File: src/rtl/spq_pkg.sv
// Package for the sorted priority queue: transaction types, command codes
// and fixed field widths. No dependencies.
`timescale 1ns / 1ps

package spq_pkg;

    // Fixed field widths of the request and response transactions.
    localparam int unsigned CMD_BITS     = 2;
    localparam int unsigned KEY_BITS     = 8;
    localparam int unsigned PAYLOAD_BITS = 32;
    localparam int unsigned COUNT_BITS   = 5;

    // Command codes carried in the request.
    localparam logic [CMD_BITS-1:0] CMD_INSERT = 2'd0;
    localparam logic [CMD_BITS-1:0] CMD_REMOVE = 2'd1;
    localparam logic [CMD_BITS-1:0] CMD_CLEAR  = 2'd2;

    // Request transaction.
    typedef struct packed {
        logic [CMD_BITS-1:0]     cmd;
        logic [KEY_BITS-1:0]     severity;
        logic [PAYLOAD_BITS-1:0] payload;
    } req_t;

    // Response transaction.
    typedef struct packed {
        logic                    ok;
        logic [KEY_BITS-1:0]     out_severity;
        logic [PAYLOAD_BITS-1:0] out_payload;
        logic [COUNT_BITS-1:0]   count;
    } rsp_t;

    // Commands from the controller to the datapath.
    typedef struct packed {
        logic load;       // capture a response this cycle
        logic do_insert;
        logic do_remove;
        logic do_clear;
        logic ok;         // the accepted operation is carried out
    } dp_cmd_t;

    // Status from the datapath to the controller.
    typedef struct packed {
        logic empty;
        logic full;
    } dp_stat_t;

endpackage

File: src/rtl/sorted_priority_queue.sv
// Sorted priority queue: the response is registered and appears in the cycle
// after its request is accepted, and the queue takes one request per cycle while
// rsp_ready stays high.
// Reset clears the count and the response valid; entry storage is not reset.
// Top level; depends on spq_pkg, spq_ctrl and spq_datapath.
`timescale 1ns / 1ps

module sorted_priority_queue
#(
    parameter int unsigned DEPTH = 16
)
(
    input  logic           clk,
    input  logic           rst_n,
    input  logic           req_valid,
    output logic           req_ready,
    input  spq_pkg::req_t  req,
    output logic           rsp_valid,
    input  logic           rsp_ready,
    output spq_pkg::rsp_t  rsp
);

    spq_pkg::dp_cmd_t  dp_cmd;
    spq_pkg::dp_stat_t dp_stat;

    // Handshake and command decode.
    spq_ctrl u_ctrl
    (
        .clk       (clk),
        .rst_n     (rst_n),
        .req_valid (req_valid),
        .req_ready (req_ready),
        .req_cmd   (req.cmd),
        .rsp_valid (rsp_valid),
        .rsp_ready (rsp_ready),
        .stat      (dp_stat),
        .cmd       (dp_cmd)
    );

    // Entry row, count and response register.
    spq_datapath #(
        .DEPTH (DEPTH)
    ) u_datapath
    (
        .clk   (clk),
        .rst_n (rst_n),
        .req   (req),
        .cmd   (dp_cmd),
        .stat  (dp_stat),
        .rsp   (rsp)
    );

endmodule

File: src/rtl/spq_ctrl.sv
// Controller for the sorted priority queue: handshake state machine and
// command decode. Depends on spq_pkg.
`timescale 1ns / 1ps

module spq_ctrl
(
    input  logic                                clk,
    input  logic                                rst_n,
    input  logic                                req_valid,
    output logic                                req_ready,
    input  logic [spq_pkg::CMD_BITS-1:0]        req_cmd,
    output logic                                rsp_valid,
    input  logic                                rsp_ready,
    input  spq_pkg::dp_stat_t                   stat,
    output spq_pkg::dp_cmd_t                    cmd
);

    // One-hot states: no response held, or a response waiting to be taken.
    typedef enum logic [1:0] {
        ST_IDLE = 2'b01,
        ST_HOLD = 2'b10
    } state_t;

    state_t state_reg;
    state_t state_next;
    logic   exec;

    // A new request is taken whenever the output register is free or is
    // being emptied in this cycle.
    assign req_ready = (state_reg == ST_IDLE) || rsp_ready;
    assign rsp_valid = (state_reg == ST_HOLD);
    assign exec      = req_valid && req_ready;

    // Command decode, qualified by the queue status.
    always_comb
    begin
        cmd           = '0;
        cmd.load      = exec;
        case (req_cmd)
            spq_pkg::CMD_INSERT:
            begin
                cmd.do_insert = exec && !stat.full;
                cmd.ok        = !stat.full;
            end
            spq_pkg::CMD_REMOVE:
            begin
                cmd.do_remove = exec && !stat.empty;
                cmd.ok        = !stat.empty;
            end
            spq_pkg::CMD_CLEAR:
            begin
                cmd.do_clear  = exec && !stat.empty;
                cmd.ok        = !stat.empty;
            end
            default:
            begin
                cmd.ok        = 1'b0;
            end
        endcase
    end

    // Next-state logic.
    always_comb
    begin
        state_next = state_reg;
        case (state_reg)
            ST_IDLE:
            begin
                if (exec)
                begin
                    state_next = ST_HOLD;
                end
            end
            ST_HOLD:
            begin
                if (!exec && rsp_ready)
                begin
                    state_next = ST_IDLE;
                end
            end
            default:
            begin
                state_next = ST_IDLE;
            end
        endcase
    end

    always_ff @(posedge clk or negedge rst_n)
    begin
        if (!rst_n)
        begin
            state_reg <= ST_IDLE;
        end
        else
        begin
            state_reg <= state_next;
        end
    end

endmodule

File: src/rtl/spq_datapath.sv
// Datapath for the sorted priority queue: sorted entry row with parallel
// compare-and-shift, occupancy count and response register. Depends on spq_pkg.
`timescale 1ns / 1ps

module spq_datapath
#(
    parameter int unsigned DEPTH = 16
)
(
    input  logic                                    clk,
    input  logic                                    rst_n,
    input  spq_pkg::req_t                           req,
    input  spq_pkg::dp_cmd_t                        cmd,
    output spq_pkg::dp_stat_t                       stat,
    output spq_pkg::rsp_t                           rsp
);

    localparam int unsigned CNT_W = $clog2(DEPTH + 1);

    logic [spq_pkg::KEY_BITS-1:0]     key_reg  [DEPTH];
    logic [spq_pkg::PAYLOAD_BITS-1:0] data_reg [DEPTH];
    logic [CNT_W-1:0]                 occ_reg;
    logic [CNT_W-1:0]                 occ_next;
    spq_pkg::rsp_t                    rsp_reg;
    logic [DEPTH-1:0]                 stays;     // entry sorts at or before the new key
    logic [DEPTH-1:0]                 lead;      // preceding entry stays (or slot 0)
    logic [CNT_W+spq_pkg::COUNT_BITS-1:0] cnt_ext;

    assign stat.empty = (occ_reg == '0);
    assign stat.full  = (occ_reg == CNT_W'(DEPTH));

    // Compare every held entry with the new key at once. Since the row is
    // sorted, the set of entries that stay in place is a prefix.
    always_comb
    begin
        for (int i = 0; i < DEPTH; i++)
        begin
            stays[i] = (CNT_W'(i) < occ_reg) && (key_reg[i] <= req.severity);
        end
    end

    assign lead = {stays[DEPTH-2:0], 1'b1};

    // Each slot either keeps its entry, takes the new one, or takes its
    // neighbor's entry on an insert or a remove.
    for (genvar g = 0; g < DEPTH; g++)
    begin : g_slot
        always_ff @(posedge clk)
        begin
            if (cmd.do_insert && !stays[g])
            begin
                if (lead[g])
                begin
                    key_reg[g]  <= req.severity;
                    data_reg[g] <= req.payload;
                end
                else
                begin
                    if (g > 0)
                    begin
                        key_reg[g]  <= key_reg[(g > 0) ? g - 1 : 0];
                        data_reg[g] <= data_reg[(g > 0) ? g - 1 : 0];
                    end
                end
            end
            else if (cmd.do_remove && (g < DEPTH - 1))
            begin
                key_reg[g]  <= key_reg[(g < DEPTH - 1) ? g + 1 : g];
                data_reg[g] <= data_reg[(g < DEPTH - 1) ? g + 1 : g];
            end
        end
    end

    // Occupancy update.
    always_comb
    begin
        occ_next = occ_reg;
        if (cmd.do_insert)
        begin
            occ_next = occ_reg + 1'b1;
        end
        else if (cmd.do_remove)
        begin
            occ_next = occ_reg - 1'b1;
        end
        else if (cmd.do_clear)
        begin
            occ_next = '0;
        end
    end

    always_ff @(posedge clk or negedge rst_n)
    begin
        if (!rst_n)
        begin
            occ_reg <= '0;
        end
        else
        begin
            occ_reg <= occ_next;
        end
    end

    // Response register; the count field keeps the low bits of the occupancy.
    assign cnt_ext = {{spq_pkg::COUNT_BITS{1'b0}}, occ_next};

    always_ff @(posedge clk)
    begin
        if (cmd.load)
        begin
            rsp_reg.ok           <= cmd.ok;
            rsp_reg.out_severity <= cmd.do_remove ? key_reg[0] : '0;
            rsp_reg.out_payload  <= cmd.do_remove ? data_reg[0] : '0;
            rsp_reg.count        <= cnt_ext[spq_pkg::COUNT_BITS-1:0];
        end
    end

    assign rsp = rsp_reg;

endmodule

File: config.mk
export PLATFORM = sky130hd
export DESIGN_NAME = sorted_priority_queue
export DESIGN_NICKNAME = d
export VERILOG_FILES = /design/src/rtl/spq_pkg.sv /design/src/rtl/sorted_priority_queue.sv /design/src/rtl/spq_ctrl.sv /design/src/rtl/spq_datapath.sv
export SDC_FILE = /design/constraint.sdc
export NUM_CORES = 2
export LEC_CHECK = 0
export BUFFER_PORTS_ARGS = -buffer_cell sky130_fd_sc_hd__buf_2
export CAP_MARGIN = 20
export CORE_MARGIN = 5
export CORE_UTILIZATION = 55
export CTS_CLUSTER_SIZE = 40
export DETAILED_ROUTE_END_ITERATION = 12
export GPL_TIMING_DRIVEN = 0
export PLACE_DENSITY = 0.79
export SLEW_MARGIN = 0
export SYNTH_ARGS = -nofsm -noshare
export SYNTH_HDL_FRONTEND = slang
export SYNTH_SLANG_ARGS = --single-unit
File: constraint.sdc
create_clock -name clk -period 7.36 [get_ports clk]
set_input_delay 0 -clock clk [delete_from_list [all_inputs] [get_ports clk]]
set_output_delay 0 -clock clk [all_outputs]
set_load 0.005 [all_outputs]
Word-level counts from Yosys, hierarchy flattened
Memory sizes are Yosys's and may differ from the RTL's.
Index checks and enable logic that the tools add are counted.
{"block": "totals", "reg_bits": 53, "ram_bits": 640, "in_bits": 46, "out_inout_bits": 48, "word_cells": 362, "mem_count": 2}
{"name": "u_datapath.data_reg", "words": 16, "width": 32, "rd": 16, "rd_clocked_by_memory_dff": 0, "write_ports": 16, "line_no": "spq_datapath.sv:21", "rtl": "logic [spq_pkg::PAYLOAD_BITS-1:0] data_reg [DEPTH];"}
{"name": "u_datapath.key_reg", "words": 16, "width": 8, "rd": 16, "rd_clocked_by_memory_dff": 0, "write_ports": 16, "line_no": "spq_datapath.sv:20", "rtl": "logic [spq_pkg::KEY_BITS-1:0] key_reg [DEPTH];"}
{"block": "classes", "add_sub_neg": 2, "order_cmp": 32, "n_eq_ne": 7, "n_mux": 193, "bitwise": 60, "reduce_logical": 60}
{"op": "32-bit two-way mux", "n": 30}
{"op": "8-bit two-way mux", "n": 30}
{"op": "8-bit less-or-equal comparator", "n": 16}
{"op": "1-bit two-way mux", "n": 126}
{"op": "1-bit bitwise OR", "n": 60}
{"op": "4-bit by 5-bit less-than comparator with 1-bit output, first input constant", "n": 8}
{"op": "1-bit logical AND", "n": 36}
{"op": "3-bit by 5-bit less-than comparator with 1-bit output, first input constant", "n": 4}
{"op": "1-bit zero test", "n": 19}
{"op": "5-bit two-way mux", "n": 3}
{"op": "1-bit by 5-bit less-than comparator with 1-bit output, first input constant", "n": 2}
{"op": "2-bit by 5-bit less-than comparator with 1-bit output, first input constant", "n": 2}
{"op": "5-bit by 1-bit adder with 5-bit output, second input constant", "n": 1}
{"op": "5-bit == test, second input constant", "n": 1}
{"op": "5-bit zero test", "n": 1}
{"op": "5-bit by 1-bit subtractor with 5-bit output, second input constant", "n": 1}
{"op": "2-bit by 1-bit == test with 1-bit output, second input constant", "n": 2}
{"op": "2-bit == test, second input constant", "n": 2}
{"op": "2-bit two-way mux", "n": 2}
{"op": "2-bit by 1-bit inequality test with 1-bit output, second input constant", "n": 2}
{"op": "2-bit one-hot mux with 2 select lines", "n": 1}
{"op": "2-bit zero test", "n": 1}
{"op": "1-bit one-hot mux with 2 select lines", "n": 1}
{"op": "2-bit AND reduction", "n": 1}
{"op": "2 further kinds", "n": 2}

Depth between registers and ports, before layout
{"block": "logic_depth", "depth_word": 10, "depth_mapped": 13, "ltp_nobuf": 8}

By module
A second synthesis with hierarchy kept.
{"block": "hier_totals", "hier_cells": 2978, "area_unflattened_um2": 36791.5}
{"mod": "spq_datapath", "n_inst": 1, "cells_per_inst": 2951, "area_each_um2": 36562.6}
{"mod": "spq_ctrl", "n_inst": 1, "cells_per_inst": 27, "area_each_um2": 229.0}

Worst setup path before layout
OpenSTA, ideal clock, no wires.
{"block": "synth_path", "kind": "input port to flip-flop", "from": "input req[33] (netlist name)", "to": "memory u_datapath.data_reg[1][160] (netlist name) (enable)", "setup_ps": 493, "arrival_ps": 4441, "required_time_ps": 6867, "slack_ps": 2426, "stages": 9, "n_path_buf": 2, "path_cell_list": "clkbuf_1 > clkbuf_1 > inv_1 > ha_1 > nor2b_1 > o211ai_1 > a21oi_1 > o21ai_0 > o21ai_0"}
{"item": "start: declaration", "line_no": "sorted_priority_queue.sv:17", "rtl": "input spq_pkg::req_t req,"}
{"item": "end: declaration", "line_no": "spq_datapath.sv:21"}

==> results.sh <==
export IMPL_grt_usage_pct=36.8
export IMPL_async_reset_ff_share_pct=1.01
export IMPL_finalMaxSlewViolations=0
export IMPL_rows=95
export IMPL_vias=31462
export IMPL_start_util_pct=55.4
export IMPL_synth_warnings=0
export IMPL_dr_pass1_iters=7
export IMPL_path_cells="buf_2 -> inv_1 -> ha_1 -> or4b_4 -> o2111ai_2 -> buf_8 -> clkbuf_1 -> buf_2 -> buf_1 -> nand2_2 -> buf_12"
export IMPL_reg2reg_slack_ps=1730
export IMPL_antenna_found_initial=15
export IMPL_yosysUniqueCellTypes=67
export IMPL_synthToLayoutAreaGrowth_pct=12.3
export IMPL_endpoint_kind="flip-flop"
export IMPL_pin_count=94
export IMPL_slew_limit_headroom_pct=8.54
export IMPL_synth_top_area_cell="edfxtp_1"
export IMPL_die_h_um=270
export IMPL_clock_latency_ps=650
export IMPL_slowest_delay_ps=880
export IMPL_drive_above_1_share_pct=12.4
export IMPL_period_needed_ps=5630
export IMPL_finalWeightedCongestion=1.01
export IMPL_rsz0062_at_grt="no"
export IMPL_die_area_mm2=0.0728
export IMPL_syn_area_per_cell_um2=12.8
export IMPL_p_per_area_mw_per_mm2=328
export IMPL_cts_tree="built"
export IMPL_route_detailed_drc=0
export IMPL_grt_overflow_total=0
export IMPL_finalPower_w=0.0137
export IMPL_critPathMaxFanout=21
export IMPL_synth_edf_count=686
export IMPL_hold_viol_final=0
export IMPL_syn_nets=3082
export IMPL_post_place_ws_ps=2010
export IMPL_timing_fmax_mhz=178
export IMPL_path_class="flip-flop to flip-flop"
export IMPL_via_per_inst=7.80
export IMPL_nets=3263
export IMPL_io_buffer_count=52
export IMPL_clock_skew_final_ps=28.9
export IMPL_hold_slack_ps=26.1
export IMPL_grt_pass1_vias=30350
export IMPL_clk_pin_slew_ps=70
export IMPL_grt_pass1_wl_mm=201
export IMPL_syn_instance_count=2900
export IMPL_synth_area_leaders="edfxtp_1 55%, a221o_1 12%, ha_1 4.6%"
export IMPL_status="completed"
export IMPL_mostFrequentLayoutCell="edfxtp_1"
export IMPL_postRouteAntennaNets=0
export IMPL_cp_data_arrival_time_ps=6000
export IMPL_hp_start="req[8]"
export IMPL_ctsLongestPathBuffers=3
export IMPL_cts_sinks=693
export IMPL_path_buf_inv=7
export IMPL_finalSetupTns_ps=0
export IMPL_cts_htree_levels=3
export IMPL_worst_setup_path_startpoint="u_datapath.occ_reg[1]"
export IMPL_cp_start_kind="flip-flop"
export IMPL_drtIter0Drc=5917
export IMPL_netlist_area_mm2=0.0371
export IMPL_worst_slew_pin_slew_ps=1330
export IMPL_cts_buffers=76
export IMPL_wl_per_cell_um=34.9
export IMPL_fin_crit_sh_pct=76.4
export IMPL_p_leak_nw=14.8
export IMPL_drt_total_wl_mm=141
export IMPL_largest_reg_flops=512
export IMPL_cts_resized=0
export IMPL_dp_hpwl_mm=98.6
export IMPL_core_area_mm2=0.0670
export IMPL_cp_data_required_time_ps=7730
export IMPL_maxCapViolations=0
export IMPL_synth_top_area_share_pct=55.5
export IMPL_reg2reg_from="u_datapath.occ_reg[1]"
export IMPL_root_buffer="clkbuf_16"
export IMPL_cp_top_family="buffers and inverters"
export IMPL_yosysSeqAreaShare_pct=56.0
export IMPL_cpMaxStageDelayCell="clkbuf_1"
export IMPL_setup_ws_ps=1730
export IMPL_setup_violations=0
export IMPL_synth_flop_cell="edfxtp_1"
export IMPL_grt_max_degree=41
export IMPL_fillers=5199
export IMPL_crit_top_cell="buf_2"
export IMPL_die_w_um=270
export IMPL_layout_common_cells="686 x edfxtp_1, 446 x a221o_1, 266 x clkbuf_1"
export IMPL_irDropWorstVdd_v=0.000189
export IMPL_ys_seq_elements=693
export IMPL_hp_class="input pin to flip-flop"
Yosys cell counts (all sizes together), types with 4 or more instances:
master / count
nand2: 25
o221a: 40
or3: 42
a21o: 12
clkbuf: 247
a221o: 446
nor2: 27
nand2b: 4
a31oi: 36
ha: 136
o211ai: 17
a2bb2oi: 41
a32oi: 40
and3: 244
nor2b: 17
a211oi: 18
dfrtp: 6
inv: 30
a21oi: 47
nor3b: 195
nand3: 38
nand4: 32
a2111oi: 4
o21ai: 100
mux2: 80
a22oi: 5
nor4: 5
buf: 125
or2: 8
nor3: 51
and2: 52
mux2i: 9
edfxtp: 686
path summary, 6_finish.rpt:
check / to / depth (start not counted)
worst max register to register: u_datapath.data_reg[1][142] / 11
worst max-delay path: u_datapath.data_reg[1][142] / 11
worst min-delay path: u_datapath.data_reg[1][40] / 2
max in group asynchronous: u_ctrl.state_reg[0] / 3
worst min register to register: u_datapath.rsp[6] / 1
min in group asynchronous: u_datapath.occ_reg[4] / 3
layout make-up:
type	instances	area [µm²]	share of cell area [%]
flip-flops and latches	693	20800	49.8
multi-input cells	1805	14700	35.4
clock buffers	98	2030	4.86
plain buffers	372	1550	3.71
well taps	873	1090	2.62
repair buffers	103	927	2.22
clock inverters	41	408	0.979
inverters	30	113	0.270
diodes	18	45.0	0.108
logic make-up after synthesis:
kind of cell               count (synthesis)  share of synthesized area [%]
muxes                                     89                           2.67
buffers and inverters                    402                           4.47
DFF                                      693                           56.0
AOI/OAI and AO/OA                        837                           19.8
adders and majority gates                136                           4.58
and+or+nand+nor                          743                           12.6
layer usage:
| metal | GRT usage, % | share of wire [%] | vias to the layer above |
|---|---|---|---|
| met4 | 22.4 | 7.6 | 8 |
| met1 | 47.8 | 36 | 15560 |
| met3 | 11.9 | 14 | 607 |
| met5 | 0.987 | 0.11 | - |
| met2 | 53.9 | 43 | 2842 |
| li1 | - | - | 12445 |
report_power, final:
group | leakage, nW | internal (W) | switching [W]
Clock | 1.19 | 0.00220 | 0.00169
Sequential | 6.44 | 0.00539 | 0.000474
Combinational | 7.17 | 0.00131 | 0.00260
Total | 14.8 | 0.00891 | 0.00476
repair_timing:
action / CTS / global route
endpoints found under the hold margin: 75 / 0
hold buffers: 21 / 0
setup buffers: 0 / 0
through the flow:
step / util [%] / cell area [µm²] / cells
floorplan: - / 37100 / 2900
global placement: 57.4 / 38500 / 3825
detailed placement: 58.0 / 38900 / 3848
CTS: 62.0 / 41500 / 4008
global route: 62.1 / 41600 / 4021
finish: 62.2 / 41700 / 4033
Power figures use the tool's default switching activity.
